[src/sv/assert_macros.svh]
// assertion macros shared by the rtl modules
`ifndef ASSERT_MACROS_SVH
`define ASSERT_MACROS_SVH

// same-cycle implication, checked on every clk edge outside reset
`define ASSERT_IMP(lbl, ante, cons, msg) \
  lbl: assert property (@(posedge clk) disable iff (!rst_n) (ante) |-> (cons)) \
    else $error(msg);

// next-cycle implication, checked on every clk edge outside reset
`define ASSERT_NXT(lbl, ante, cons, msg) \
  lbl: assert property (@(posedge clk) disable iff (!rst_n) (ante) |=> (cons)) \
    else $error(msg);

`endif

[src/sv/aoae_pkg.sv]
// shared types, widths and codes of the adc offset average engine
package aoae_pkg;

  localparam int CHANNELS_DEF    = 16;
  localparam int CAL_SAMPLES_DEF = 16;
  localparam int SAMPLE_BITS     = 10;

  localparam int CH_W    = 4;
  localparam int VAL_W   = 10;
  localparam int KIND_W  = 2;
  localparam int CNT_W   = 16;
  localparam int ACC_W   = 32;
  localparam int SUM_W   = 16;
  localparam int TDATA_W = 16;
  localparam int CFG_AW  = 2;

  localparam logic [VAL_W-1:0] SAMPLE_MASK = VAL_W'((33'd1 << SAMPLE_BITS) - 33'd1);
  localparam logic [VAL_W-1:0] VALUE_MAX   = '1;

  typedef enum logic [1:0] {
    MODE_IDLE = 2'd0,
    MODE_BUSY = 2'd1,
    MODE_CAL  = 2'd2
  } mode_t;

  typedef enum logic [1:0] {
    STAT_DATA = 2'd0,
    STAT_ACC  = 2'd1,
    STAT_REJ  = 2'd2
  } status_t;

  typedef enum logic [KIND_W-1:0] {
    KIND_START  = 2'd0,
    KIND_SAMPLE = 2'd1,
    KIND_CAL    = 2'd2
  } kind_t;

  typedef enum logic [CFG_AW-1:0] {
    REG_AVG_EN  = 2'd0,
    REG_AVG_CNT = 2'd1,
    REG_CONT    = 2'd2
  } cfg_reg_t;

  typedef struct packed {
    logic              start;
    logic [ACC_W-1:0]  dividend;
    logic [CNT_W-1:0]  divisor;
  } div_req_t;

  typedef struct packed {
    logic              done;
    logic [ACC_W-1:0]  quotient;
  } div_rsp_t;

  typedef struct packed {
    logic [CH_W-1:0]   channel;
    logic [VAL_W-1:0]  value;
    status_t           status;
    logic              done;
    logic              last;
  } res_t;

endpackage

[src/sv/adc_offset_average_engine.sv]
// top level: adc batch post-processor with offset calibration and averaging
// usage:
// - input words on in_*: tuser selects start (0), sample (1) or calibrate (2);
//   tdata carries channel and raw sample, tlast marks the last sample of a batch
// - result words on out_*: tdata carries channel, value and done, tuser the
//   status (data, command accepted, command rejected), tlast the final word
// - config writes on cfg_* are taken any cycle, meant only while idle
// - a command or pass-through sample is first accepted, then the
//   accumulator memory read lands and the word goes to the output register
// - an averaged sample is a read-modify-write of the accumulator memory
// - at the final batch end the averages come out in channel order; each channel
//   is one memory read plus a 32-step division
// - the last calibration sample passes through an extra state for the reciprocal multiply
// - reset puts the block idle with zero offset and zero accumulators; the
//   accumulators use per-entry valid bits, so no clearing pass is needed
// - in_tready drops while a word is in process; an output word waits in the
//   output register while out_tready is low and a new input word may be taken,
//   but the next result then holds the block until the register frees up
module adc_offset_average_engine #(
  parameter int CHANNELS    = aoae_pkg::CHANNELS_DEF,
  parameter int CAL_SAMPLES = aoae_pkg::CAL_SAMPLES_DEF
) (
  input  logic                         clk,
  input  logic                         rst_n,
  // config write port
  input  logic                         cfg_we,
  input  logic [aoae_pkg::CFG_AW-1:0]  cfg_addr,
  input  logic [aoae_pkg::CNT_W-1:0]   cfg_wdata,
  // input words
  input  logic                         in_tvalid,
  output logic                         in_tready,
  input  logic [aoae_pkg::TDATA_W-1:0] in_tdata,   // channel[3:0], sample[13:4], zero[15:14]
  input  logic [aoae_pkg::KIND_W-1:0]  in_tuser,   // kind[1:0]
  input  logic                         in_tlast,   // batch end
  // result words
  output logic                         out_tvalid,
  input  logic                         out_tready,
  output logic [aoae_pkg::TDATA_W-1:0] out_tdata,  // channel[3:0], value[13:4], done[14], zero[15]
  output logic [1:0]                   out_tuser,  // status[1:0]
  output logic                         out_tlast   // last
);
  import aoae_pkg::*;

  `include "assert_macros.svh"

  localparam int AW    = (CHANNELS > 1) ? $clog2(CHANNELS) : 1;
  localparam int CAL_W = $clog2(CAL_SAMPLES + 1);
  localparam logic [AW-1:0] LAST_CH = AW'(CHANNELS - 1);
  // offset = cal_sum / CAL_SAMPLES by reciprocal multiply, exact for any 16-bit sum
  localparam int CAL_SH = SUM_W + 5;
  localparam logic [CAL_SH:0] CAL_RECIP =
    (CAL_SH+1)'(((64'd1 << CAL_SH) + 64'(CAL_SAMPLES) - 64'd1) / 64'(CAL_SAMPLES));

  typedef enum logic [2:0] {
    ST_IDLE,
    ST_EXEC,
    ST_EMIT,
    ST_SWRD,
    ST_SWST,
    ST_SWDIV,
    ST_CALDIV
  } state_t;

  // control state
  state_t             st_r, st_nxt;
  mode_t              mode_r, mode_nxt;
  mode_t              saved_mode_r, saved_mode_nxt;
  logic [CNT_W-1:0]   batches_done_r, batches_done_nxt;
  logic [VAL_W-1:0]   offset_r, offset_nxt;
  logic [SUM_W-1:0]   cal_sum_r, cal_sum_nxt;
  logic [CAL_W-1:0]   cal_seen_r, cal_seen_nxt;
  logic               avg_en_r, avg_en_nxt;
  logic [CNT_W-1:0]   avg_cnt_r, avg_cnt_nxt;
  logic               cont_r, cont_nxt;
  logic               sweep_r, sweep_nxt;
  logic               out_valid_r, out_valid_nxt;

  // payload
  logic [KIND_W-1:0]  kind_r, kind_nxt;
  logic [CH_W-1:0]    ch_r, ch_nxt;
  logic [VAL_W-1:0]   smp_r, smp_nxt;
  logic               bend_r, bend_nxt;
  logic [AW-1:0]      chan_r, chan_nxt;
  res_t               res_r, res_nxt;
  res_t               out_r, out_nxt;

  // memory and divider hookup
  logic               mem_we, mem_re, mem_clr;
  logic [AW-1:0]      mem_waddr, mem_raddr;
  logic [ACC_W-1:0]   mem_wdata, mem_rdata;
  div_req_t           div_req;
  div_rsp_t           div_rsp;

  // scratch
  logic               accept;
  logic               emit_ok;
  logic               produce;
  res_t               res;
  res_t               res_sel;
  logic               in_range;
  logic [VAL_W-1:0]   corr;
  logic [CNT_W-1:0]   cnt_eff;
  logic [CNT_W-1:0]   bd_inc;
  logic [SUM_W-1:0]   cal_sum_inc;
  logic [CAL_W-1:0]   cal_seen_inc;
  logic [SUM_W+CAL_SH:0] cal_prod;

  aoae_acc_ram #(
    .DEPTH (CHANNELS),
    .AW    (AW)
  ) u_acc_ram (
    .clk   (clk),
    .rst_n (rst_n),
    .clr   (mem_clr),
    .we    (mem_we),
    .waddr (mem_waddr),
    .wdata (mem_wdata),
    .re    (mem_re),
    .raddr (mem_raddr),
    .rdata (mem_rdata)
  );

  aoae_div u_div (
    .clk   (clk),
    .rst_n (rst_n),
    .req   (div_req),
    .rsp   (div_rsp)
  );

  assign in_tready = (st_r == ST_IDLE);
  assign accept    = in_tvalid && in_tready;
  assign emit_ok   = !out_valid_r || out_tready;

  always_comb begin
    in_range     = ({1'b0, ch_r} < 5'(CHANNELS));
    corr         = (smp_r > offset_r) ? (smp_r - offset_r) : '0;
    cnt_eff      = (avg_cnt_r == '0) ? CNT_W'(1) : avg_cnt_r;
    bd_inc       = batches_done_r + CNT_W'(1);
    cal_sum_inc  = cal_sum_r + SUM_W'(smp_r);
    cal_seen_inc = cal_seen_r + CAL_W'(1);
    cal_prod     = {{(CAL_SH+1){1'b0}}, cal_sum_r} * {{SUM_W{1'b0}}, CAL_RECIP};
  end

  always_comb begin
    st_nxt           = st_r;
    mode_nxt         = mode_r;
    saved_mode_nxt   = saved_mode_r;
    batches_done_nxt = batches_done_r;
    offset_nxt       = offset_r;
    cal_sum_nxt      = cal_sum_r;
    cal_seen_nxt     = cal_seen_r;
    avg_en_nxt       = avg_en_r;
    avg_cnt_nxt      = avg_cnt_r;
    cont_nxt         = cont_r;
    sweep_nxt        = sweep_r;
    out_valid_nxt    = out_valid_r && !out_tready;
    kind_nxt         = kind_r;
    ch_nxt           = ch_r;
    smp_nxt          = smp_r;
    bend_nxt         = bend_r;
    chan_nxt         = chan_r;
    res_nxt          = res_r;
    out_nxt          = out_r;

    mem_we           = 1'b0;
    mem_waddr        = ch_r[AW-1:0];
    mem_wdata        = mem_rdata + ACC_W'(corr);
    mem_re           = 1'b0;
    mem_raddr        = in_tdata[AW-1:0];
    mem_clr          = 1'b0;
    div_req.start    = 1'b0;
    div_req.dividend = mem_rdata;
    div_req.divisor  = cnt_eff;

    produce          = 1'b0;
    res              = '0;
    res.status       = STAT_ACC;
    res.last         = 1'b1;

    // config writes
    if (cfg_we) begin
      case (cfg_addr)
        REG_AVG_EN:  avg_en_nxt  = cfg_wdata[0];
        REG_AVG_CNT: avg_cnt_nxt = cfg_wdata;
        REG_CONT:    cont_nxt    = cfg_wdata[0];
        default: ;
      endcase
    end

    case (st_r)
      ST_IDLE: begin
        if (accept) begin
          kind_nxt = in_tuser;
          ch_nxt   = in_tdata[CH_W-1:0];
          smp_nxt  = in_tdata[CH_W +: VAL_W] & SAMPLE_MASK;
          bend_nxt = in_tlast;
          mem_re   = 1'b1;  // accumulator of this channel lands in exec
          st_nxt   = ST_EXEC;
        end
      end

      ST_EXEC: begin
        st_nxt = ST_IDLE;
        case (kind_r)
          KIND_START: begin
            produce = 1'b1;
            if (mode_r == MODE_IDLE) begin
              mode_nxt = MODE_BUSY;
            end else begin
              res.status = STAT_REJ;
            end
          end
          KIND_CAL: begin
            produce = 1'b1;
            if (mode_r != MODE_CAL) begin
              saved_mode_nxt = mode_r;
              mode_nxt       = MODE_CAL;
              cal_sum_nxt    = '0;
              cal_seen_nxt   = '0;
            end else begin
              res.status = STAT_REJ;
            end
          end
          KIND_SAMPLE: begin
            case (mode_r)
              MODE_CAL: begin
                cal_sum_nxt  = cal_sum_inc;
                cal_seen_nxt = cal_seen_inc;
                if (cal_seen_inc >= CAL_W'(CAL_SAMPLES)) begin
                  st_nxt = ST_CALDIV;
                end
              end
              MODE_BUSY: begin
                if (!avg_en_r) begin
                  if (in_range) begin
                    produce     = 1'b1;
                    res.channel = ch_r;
                    res.value   = corr;
                    res.status  = STAT_DATA;
                    res.done    = bend_r;
                  end
                end else begin
                  mem_we = in_range;
                  if (bend_r) begin
                    if (bd_inc >= cnt_eff) begin
                      batches_done_nxt = '0;
                      chan_nxt         = '0;
                      sweep_nxt        = 1'b1;
                      st_nxt           = ST_SWRD;
                    end else begin
                      batches_done_nxt = bd_inc;
                    end
                  end
                end
                if (bend_r && !cont_r) begin
                  mode_nxt = MODE_IDLE;
                end
              end
              default: ;
            endcase
          end
          default: begin
            produce    = 1'b1;
            res.status = STAT_REJ;
          end
        endcase
      end

      // averaging sweep: read, divide, emit, one channel at a time
      ST_SWRD: begin
        mem_re    = 1'b1;
        mem_raddr = chan_r;
        st_nxt    = ST_SWST;
      end

      ST_SWST: begin
        div_req.start = 1'b1;
        st_nxt        = ST_SWDIV;
      end

      ST_SWDIV: begin
        if (div_rsp.done) begin
          produce     = 1'b1;
          res.channel = CH_W'(chan_r);
          res.value   = (|div_rsp.quotient[ACC_W-1:VAL_W]) ? VALUE_MAX
                                                          : div_rsp.quotient[VAL_W-1:0];
          res.status  = STAT_DATA;
          res.done    = (chan_r == LAST_CH);
          res.last    = (chan_r == LAST_CH);
        end
      end

      // full calibration sum is in cal_sum_r, scale it into the offset
      ST_CALDIV: begin
        offset_nxt   = cal_prod[CAL_SH +: VAL_W] & SAMPLE_MASK;
        mode_nxt     = saved_mode_r;
        cal_sum_nxt  = '0;
        cal_seen_nxt = '0;
        st_nxt       = ST_IDLE;
      end

      ST_EMIT: ;

      default: st_nxt = ST_IDLE;
    endcase

    // hand a result to the output register, or park it until the slot frees
    res_sel = (st_r == ST_EMIT) ? res_r : res;
    if (produce || st_r == ST_EMIT) begin
      if (emit_ok) begin
        out_nxt       = res_sel;
        out_valid_nxt = 1'b1;
        if (sweep_r) begin
          if (chan_r == LAST_CH) begin
            mem_clr   = 1'b1;
            sweep_nxt = 1'b0;
            st_nxt    = ST_IDLE;
          end else begin
            chan_nxt = chan_r + AW'(1);
            st_nxt   = ST_SWRD;
          end
        end else begin
          st_nxt = ST_IDLE;
        end
      end else begin
        res_nxt = res_sel;
        st_nxt  = ST_EMIT;
      end
    end
  end

  always_ff @(posedge clk) begin
    kind_r <= kind_nxt;
    ch_r   <= ch_nxt;
    smp_r  <= smp_nxt;
    bend_r <= bend_nxt;
    chan_r <= chan_nxt;
    res_r  <= res_nxt;
    out_r  <= out_nxt;
    if (!rst_n) begin
      st_r           <= ST_IDLE;
      mode_r         <= MODE_IDLE;
      saved_mode_r   <= MODE_IDLE;
      batches_done_r <= '0;
      offset_r       <= '0;
      cal_sum_r      <= '0;
      cal_seen_r     <= '0;
      avg_en_r       <= 1'b0;
      avg_cnt_r      <= CNT_W'(1);
      cont_r         <= 1'b0;
      sweep_r        <= 1'b0;
      out_valid_r    <= 1'b0;
    end else begin
      st_r           <= st_nxt;
      mode_r         <= mode_nxt;
      saved_mode_r   <= saved_mode_nxt;
      batches_done_r <= batches_done_nxt;
      offset_r       <= offset_nxt;
      cal_sum_r      <= cal_sum_nxt;
      cal_seen_r     <= cal_seen_nxt;
      avg_en_r       <= avg_en_nxt;
      avg_cnt_r      <= avg_cnt_nxt;
      cont_r         <= cont_nxt;
      sweep_r        <= sweep_nxt;
      out_valid_r    <= out_valid_nxt;
    end
  end

  assign out_tvalid = out_valid_r;
  assign out_tdata  = {1'b0, out_r.done, out_r.value, out_r.channel};
  assign out_tuser  = out_r.status;
  assign out_tlast  = out_r.last;

  `ASSERT_IMP(a_done_is_last, out_valid_r && out_r.done, out_r.last,
    "done word is not the last word of its input")
  `ASSERT_IMP(a_cmd_zero_payload, out_valid_r && out_r.status != STAT_DATA,
    out_r.channel == '0 && out_r.value == '0 && !out_r.done,
    "command response carries data")
  `ASSERT_IMP(a_saved_mode_not_cal, 1'b1, saved_mode_r != MODE_CAL,
    "saved mode is calibrating")
  `ASSERT_IMP(a_sweep_blocks_input, sweep_r, st_r != ST_IDLE,
    "input open during average sweep")

endmodule

[src/sv/aoae_acc_ram.sv]
// per-channel accumulator memory, one write and one registered read port
module aoae_acc_ram #(
  parameter int DEPTH = aoae_pkg::CHANNELS_DEF,
  parameter int AW    = 4
) (
  input  logic                     clk,
  input  logic                     rst_n,
  input  logic                     clr,
  input  logic                     we,
  input  logic [AW-1:0]            waddr,
  input  logic [aoae_pkg::ACC_W-1:0] wdata,
  input  logic                     re,
  input  logic [AW-1:0]            raddr,
  output logic [aoae_pkg::ACC_W-1:0] rdata
);
  import aoae_pkg::*;

  logic [ACC_W-1:0] mem [DEPTH];
  logic [DEPTH-1:0] valid_r;
  logic [ACC_W-1:0] rdata_r;
  logic             rvalid_r;

  // storage, no reset: entries count only once their valid bit is set
  always_ff @(posedge clk) begin
    if (we) begin
      mem[waddr] <= wdata;
    end
    if (re) begin
      rdata_r <= mem[raddr];
    end
  end

  always_ff @(posedge clk) begin
    if (!rst_n) begin
      valid_r  <= '0;
      rvalid_r <= 1'b0;
    end else begin
      if (clr) begin
        valid_r <= '0;
      end else if (we) begin
        valid_r[waddr] <= 1'b1;
      end
      if (re) begin
        rvalid_r <= valid_r[raddr];
      end
    end
  end

  assign rdata = rvalid_r ? rdata_r : '0;

endmodule

[src/sv/aoae_div.sv]
// radix-2 restoring divider, one quotient bit per cycle
`include "assert_macros.svh"

module aoae_div (
  input  logic               clk,
  input  logic               rst_n,
  input  aoae_pkg::div_req_t req,
  output aoae_pkg::div_rsp_t rsp
);
  import aoae_pkg::*;

  localparam int STEP_W = $clog2(ACC_W);
  localparam logic [STEP_W-1:0] LAST_STEP = STEP_W'(ACC_W - 1);

  logic              busy_r;
  logic              done_r;
  logic [STEP_W-1:0] cnt_r;
  logic [ACC_W-1:0]  quo_r;
  logic [CNT_W-1:0]  rem_r;
  logic [CNT_W-1:0]  dvs_r;

  logic [CNT_W:0]    rem_shift;
  logic [CNT_W:0]    rem_diff;
  logic              fits;

  always_comb begin
    rem_shift = {rem_r, quo_r[ACC_W-1]};
    rem_diff  = rem_shift - {1'b0, dvs_r};
    fits      = (rem_shift >= {1'b0, dvs_r});
  end

  always_ff @(posedge clk) begin
    if (req.start) begin
      quo_r <= req.dividend;
      rem_r <= '0;
      dvs_r <= req.divisor;
      cnt_r <= '0;
    end else if (busy_r) begin
      quo_r <= {quo_r[ACC_W-2:0], fits};
      rem_r <= fits ? rem_diff[CNT_W-1:0] : rem_shift[CNT_W-1:0];
      cnt_r <= cnt_r + STEP_W'(1);
    end
  end

  always_ff @(posedge clk) begin
    if (!rst_n) begin
      busy_r <= 1'b0;
      done_r <= 1'b0;
    end else begin
      done_r <= 1'b0;
      if (req.start) begin
        busy_r <= 1'b1;
      end else if (busy_r && cnt_r == LAST_STEP) begin
        busy_r <= 1'b0;
        done_r <= 1'b1;
      end
    end
  end

  assign rsp.done     = done_r;
  assign rsp.quotient = quo_r;

  `ASSERT_IMP(a_start_when_free, req.start, !busy_r, "divider started while busy")
  `ASSERT_NXT(a_finish_step, busy_r && !req.start && cnt_r == LAST_STEP, done_r && !busy_r,
    "divider did not finish after last step")
  `ASSERT_NXT(a_done_single, done_r, !done_r, "divider done held for more than one cycle")

endmodule
[config.mk]
export PLATFORM = sky130hd
export DESIGN_NAME = adc_offset_average_engine
export DESIGN_NICKNAME = d
export VERILOG_FILES = /design/src/sv/aoae_pkg.sv /design/src/sv/adc_offset_average_engine.sv /design/src/sv/aoae_acc_ram.sv /design/src/sv/aoae_div.sv
export VERILOG_INCLUDE_DIRS = /design/src /design/src/sv
export SDC_FILE = /design/constraint.sdc
export NUM_CORES = 1
export LEC_CHECK = 0
export ABC_CLOCK_PERIOD_IN_PS = 5300
export BUFFER_PORTS_ARGS = -buffer_cell sky130_fd_sc_hd__buf_2
export CORE_MARGIN = 3
export CORE_UTILIZATION = 60
export DETAILED_ROUTE_END_ITERATION = 16
export PLACE_DENSITY = 0.76
export SLEW_MARGIN = 30
export SYNTH_ARGS = -nofsm -noshare
export SYNTH_HDL_FRONTEND = slang
export SYNTH_SLANG_ARGS = --single-unit
export TNS_END_PERCENT = 20
[constraint.sdc]
create_clock -name clk -period 5.3 [get_ports clk]
set_input_delay 1.06 -clock clk [delete_from_list [all_inputs] [get_ports clk]]
set_output_delay 1.06 -clock clk [all_outputs]
set_load 0.1 [all_outputs]
==> flow_summary.json, run 1 <==
{
  "crit_required_ps": 5660,
  "io_pins": 63,
  "peakVddDrop_mv": 0.267,
  "netlist_area_um2": 33000,
  "initial_core_util_pct": 61.0,
  "synth_top_area_share_pct": 58.7,
  "root_buffer": "clkbuf_16",
  "insertion_delay_ps": 620,
  "final_max_slew_viol_count": 0,
  "drcViolationCount": 0,
  "gp_congestion": 0.889,
  "setup_viol": 0,
  "rsz0062_at_grt": "yes",
  "synth_nets": 2425,
  "synth-seq-cells": 761,
  "drive_above_1_share_pct": 17.2,
  "wl_per_cell_um": 24.4,
  "critPathTopFamily": "compound AO/OA/AOI/OAI gates",
  "finalHoldViolCount": 0,
  "avgViaCountPerCell": 6.46,
  "fin_cells": 3129,
  "portBuffers": 59,
  "grt_pass1_vias": 20200,
  "worst_pin_slew_ps": 994,
  "grt_util_all_layers_pct": 27.0,
  "die-area_um2": 57900,
  "cts_sinks": 761,
  "power_mw": 14.0,
  "die_h_um": 241,
  "numCtsBuffers": 76,
  "coreArea_um2": 54100,
  "ys_dominant_reg_cell": "edfxtp_1",
  "avgSynthCellArea_um2": 14.3,
  "nets": 2495,
  "cts_setup_buffers": 0,
  "max_freq_mhz": 200,
  "syn2layout_area_growth_pct": 11.7,
  "drt_wl_total_um": 76500,
  "ys_seq_area_share_pct": 65.7,
  "async_reset_ff_share_pct": 0,
  "end_kind": "register",
  "slowest_delay_ps": 420,
  "leakage_nw": 12.7,
  "cts_tree": "built",
  "status": "complete, no violations",
  "grt_antenna_before_repair": 0,
  "start_kind": "register",
  "antenna_left": 0,
  "ys_types": 78,
  "drt_pass1_iterations": 6,
  "finClkSkew_ps": 20.8,
  "hp-class": "register to register",
  "htreeDepth": 3,
  "rows": 85,
  "grt_pass1_wl_um": 118000,
  "dieWidth_um": 241,
  "cpMostUsedCell": "a21oi_1",
  "layout_min_cycle_time_ps": 4990,
  "period_share_pct": 94.1,
  "grt_max_degree": 131,
  "synthCells": 2305,
  "crit_slowest_cell": "edfxtp_1",
  "via_count": 20200,
  "yosys.area.top_type": "edfxtp_1",
  "gr-total-overflow": 0,
  "clockBufferDepth": 3,
  "hold_buffers": 0,
  "power.density_nw_per_um2": 379,
  "fin_util_pct": 68.1,
  "fill_cells": 3565,
  "synth.area.top_cells": "edfxtp_1 (59%), mux4_2 (8.9%), dfxtp_1 (7.0%)",
  "dpl.hpwl_um": 44000,
  "ff2ff_setup_slack_ps": 310,
  "placedCellCount": 2993,
  "arrival_ps": 5350,
  "cap_violations": 0,
  "cp_cell_sequence": "inv_1, ha_1, inv_1, fa_1, a21o_1, a21oi_1, o22ai_1, o21ai_0, a21o_1, nor2_1, ha_1, fa_1, a21oi_1, nand4b_1, and3_1, o21bai_1, a21oi_1, buf_4, or4b_2, o21ai_0, buf_4",
  "path_max_fanout": 16,
  "yosysWarnings": 0,
  "n_antenna_cell": 0,
  "drt_iter0_markers": 2246,
  "cts_resized": 0,
  "path_buf_inv": 4,
  "slew-limit-headroom_pct": 33.6,
  "synth_edf_count": 645,
  "crit_type": "register to register",
  "path_clk_slew_ps": 70
}
layout by cell type, fill, tap and decap left out, types with 19 or more instances in the layout:
| master | n |
|---|---|
| nand2b_1 | 26 |
| edfxtp_1 | 645 |
| buf_2 | 59 |
| a31oi_1 | 46 |
| nand4_1 | 20 |
| a21o_1 | 25 |
| mux4_2 | 131 |
| xnor2_1 | 30 |
| nor2_1 | 87 |
| buf_4 | 51 |
| o21a_1 | 30 |
| ha_1 | 74 |
| inv_1 | 68 |
| nand2_1 | 283 |
| a21oi_1 | 96 |
| o21ai_0 | 75 |
| o211ai_1 | 19 |
| xor2_1 | 23 |
| dfxtp_1 | 115 |
| and2_1 | 52 |
| clkbuf_16 | 77 |
| a211oi_1 | 43 |
| nand3_1 | 61 |
layout make-up:
| class | count | area, um2 | share of cell area, % |
|---|---|---|---|
| Sequential cell | 761 | 21700 | 58.8 |
| Multi-Input combinational cell | 1347 | 10700 | 29.1 |
| Clock buffer | 92 | 2010 | 5.46 |
| Timing Repair Buffer | 120 | 903 | 2.45 |
| Tap cell | 696 | 871 | 2.36 |
| Clock inverter | 44 | 408 | 1.11 |
| Inverter | 69 | 259 | 0.702 |
path summary, 6_finish.rpt:
| kind | depth (start not counted) | to | from |
|---|---|---|---|
| worst max-delay path | 21 | u_acc_ram.mem[15][12] | smp_r[0] |
| worst min-delay path | 2 | offset_r[7] | offset_r[7] |
| worst max register to register | 21 | u_acc_ram.mem[15][12] | smp_r[0] |
| worst min register to register | 2 | offset_r[7] | offset_r[7] |
cell usage after synthesis, types with 43 or more instances:
cell type and n:
o21ai_0 75, clkbuf_1 89, mux4_2 131, ha_1 74, nor2_1 99, a211oi_1 43
inv_1 69, a21oi_1 99, and2_1 56, a31oi_1 46, nand3_1 61, nand2_1 284
dfxtp_1 116, edfxtp_1 645
through the flow:
step | worst slack, ps | TNS, ps | cell area [um2] | hold WS, ps
finish | 312 | 0 | 36900 | 459
global route | -39.8 | -585 | 36900 | 476
CTS | 104 | 0 | 36800 | 458
detailed placement | 123 | 0 | 34400 | 450
global placement | 351 | 0 | 34200 | 443
floorplan | 581 | 0 | 33000 | 435
worst register-to-register path, stage by stage, from the launching register on:
cell,delay (ps)
edfxtp_1,420
inv_1,90
ha_1,170
inv_1,70
fa_1,400
a21o_1,200
a21oi_1,190
o22ai_1,130
o21ai_0,220
a21o_1,380
nor2_1,90
ha_1,250
fa_1,400
a21oi_1,200
nand4b_1,170
and3_1,210
o21bai_1,100
a21oi_1,400
buf_4,220
or4b_2,120
o21ai_0,90
buf_4,200
state kept, by name, summed over array words and instances, names as in the netlist, 16 cells and up:
signal,flops
batches_done_r,16
u_div.rem_r,16
u_div.quo_r,32
u_acc_ram.valid_r,16
res_r,18
u_acc_ram.rdata_r,32
u_acc_ram.mem,512
u_div.dvs_r,16
avg_cnt_r,16
kinds of logic after synthesis:
family                     synth area share, %
DFF                                       65.7
and+or+nand+nor                           9.60
AOI/OAI and AO/OA                         7.74
buffers and inverters                     2.58
muxes                                     9.73
adders and majority gates                 3.05
xor gates and xnor gates                  1.57
other                                   0.0114
routing by layer:
| layer | global-route usage [%] | vias up | part of all wire (%) |
|---|---|---|---|
| met2 | 43.4 | 986 | 48 |
| met1 | 37.8 | 10100 | 41 |
| li1 | - | 8934 | - |
| met4 | 9.69 | 0 | 3.3 |
| met5 | 0 | - | 0 |
| met3 | 4.90 | 174 | 8.2 |
power by group:
group / switching (mW) / internal [mW] / total, mW
logic: 1.16 / 0.674 / 1.84
clock network: 2.25 / 3.01 / 5.26
registers: 0.131 / 6.73 / 6.86
total: 3.54 / 10.4 / 14.0
Power figures use the tool's default switching activity.
==> run 2: changes to the inputs <==
Settings changed: PLACE_DENSITY 0.76 to 0.85.
==> run 2 against run 1 <==
  * Largest power group unchanged
  * Clock skew rose by 14 ps
  * Largest cell class unchanged
  * Power rose by 0.14%
  * Clock power barely moved
  * Maximum frequency fell by 3.6%
  * Global-route usage rose by 1.3 points
  * First-iteration DRC count rose by 27%
  * Highest routed layer is now met5
  * Core utilization barely moved
  * Final cell count barely moved
  * Worst hold slack improved by 1.5 ps
  * Non-clock buffer count fell by 6
  * Sequential cell count did not move
  * Sequential power barely moved
==> flow_summary.json, run 2 (same netlist as run 1, synthesis figures left out) <==
{
  "status": "complete, no violations",
  "layout_common_cells": "edfxtp_1 (645), nand2_1 (283), mux4_2 (131), dfxtp_1 (116), a21oi_1 (96)",
  "peakVddDrop_mv": 0.286,
  "cap_violations": 0,
  "setup_viol": 0,
  "drt_iter0_markers": 2857,
  "final_max_slew_viol_count": 0,
  "end_kind": "register",
  "path_max_fanout": 16,
  "max_flop_register": "u_acc_ram.mem",
  "setup_tns_ps": 0,
  "htreeDepth": 3,
  "p_sw_share_pct": 26.1,
  "seq_power_share_pct": 49.1,
  "via_count": 21300,
  "die_h_um": 241,
  "gp_congestion": 0.877,
  "grt_util_all_layers_pct": 28.3,
  "dieWidth_um": 241,
  "cts_sinks": 761,
  "switching_power_mw": 3.65,
  "grt_max_degree": 65,
  "period_share_pct": 97.6,
  "grt_antenna_before_repair": 1,
  "final_common_cell": "edfxtp_1",
  "hp-class": "register to register",
  "drt_pass1_iterations": 8,
  "power_mw": 14.0,
  "slew-limit-headroom_pct": 34.8,
  "grt_pass1_vias": 21100,
  "worst_pin_slew_ps": 976,
  "top_regs": "u_acc_ram.mem (512), u_acc_ram.rdata_r (32), u_div.quo_r (32)",
  "clockBufferDepth": 3,
  "power.density_nw_per_um2": 379,
  "largest_register_ffs": 512,
  "leakage_nw": 12.7,
  "drcViolationCount": 0,
  "crit_required_ps": 5630,
  "numCtsBuffers": 75,
  "path_clk_slew_ps": 60,
  "drt_wl_total_um": 82100,
  "avgViaCountPerCell": 6.80,
  "insertion_delay_ps": 640,
  "io_pins": 63,
  "die-area_um2": 57900,
  "finalHoldViolCount": 0,
  "antenna_left": 0,
  "nets": 2488,
  "root_buffer": "clkbuf_16",
  "gr-total-overflow": 0,
  "coreArea_um2": 54100,
  "rsz0062_at_grt": "yes",
  "layout_min_cycle_time_ps": 5170,
  "portBuffers": 59,
  "initial_core_util_pct": 61.0,
  "fill_cells": 3288,
  "drive_above_1_share_pct": 17.7,
  "max_freq_mhz": 193,
  "syn2layout_area_growth_pct": 11.8,
  "dpl.hpwl_um": 46000,
  "intPower_mw": 10.3,
  "wl_per_cell_um": 26.3,
  "start_kind": "register",
  "cts_tree": "built",
  "grt_pass1_wl_um": 124000,
  "arrival_ps": 5500,
  "clockPowerShare_pct": 37.5,
  "crit_type": "register to register",
  "p_comb_share_pct": 13.4,
  "finClkSkew_ps": 34.4,
  "rows": 85
}
## run 2: cell types whose count changed in the layout (fill, tap and decap cells not counted), sizes merged
cell      before  now
diode          0    1
clkinv        33   28
inv           71   73
buf          120  114
clkinvlp       3    9
clkbuf        92   95
bufinv         6    3
## run 2: worst max-delay path, cell delays in order (launching register included)
cell      delay (ps)
edfxtp_1         390
inv_1             70
ha_1             170
inv_1             60
fa_1             400
a21o_1           190
a21oi_1          260
o22ai_1          150
o21ai_0          230
a21o_1           230
buf_4            150
nor2_1            50
ha_1             230
fa_1             430
a21oi_1          250
nand4b_1         170
and3_1           240
or3b_2           340
nand2_1          130
nand2_1          150
xor2_2           580
## run 2: final timing paths
path,startpoint,endpoint,slack (ps),cells past startpoint
max,smp_r[0],u_acc_ram.mem[7][24],130,20
min,offset_r[9],offset_r[9],460,2
max reg2reg,smp_r[0],u_acc_ram.mem[7][24],130,20
min reg2reg,offset_r[9],offset_r[9],460,2
## run 2: stage by stage
stage / utilization [%] / hold WS, ps / instances / worst slack [ps] / area (um2)
global route: 68.1 / 474 / 3126 / -34.4 / 36900
CTS: 67.9 / 459 / 3125 / 2.56 / 36700
global placement: 63.3 / 441 / 2985 / 264 / 34300
detailed placement: 63.3 / 450 / 2986 / -30.4 / 34300
floorplan: - / 435 / 2305 / 581 / 33000
finish: 68.1 / 461 / 3127 / 127 / 36900
## run 2: layout make-up
type                    count  area [um2]  share of cell area, %
flip-flops and latches    761       21700                   58.8
multi-input cells        1347       10800                   29.4
clock buffers              95        2060                   5.58
well taps                 696         871                   2.36
repair buffers            114         828                   2.25
clock inverters            44         353                  0.956
inverters                  69         259                  0.702
diodes                      1        2.50                0.00678
## run 2: timing repair
action                     4_1_cts  5_1_grt
cloned                           0        0
gates resized for setup          9       12
hold buffers                     0        0
pin swaps                        0        1
buffers inserted                 0        1
setup endpoints to repair      134      247
## run 2: power by group through the flow
| stage | logic (mW) | clock network (mW) | registers (mW) |
|---|---|---|---|
| after floorplan | 1.31 | 0 | 7.05 |
| after global placement | 1.72 | 0 | 6.98 |
| after detailed placement | 1.79 | 0 | 6.99 |
| after CTS | 1.83 | 5.26 | 6.86 |
| after global routing | 2.02 | 5.50 | 6.88 |
| final | 1.87 | 5.24 | 6.87 |
## run 2: per-layer routing
metal | vias to the layer above | global-route usage [%] | part of all wire [%]
met5 | - | 0 | 0.013
met4 | 2 | 13.1 | 4.6
met3 | 307 | 5.44 | 10
met2 | 1534 | 45.7 | 48
met1 | 10500 | 37.8 | 37
li1 | 8940 | - | -
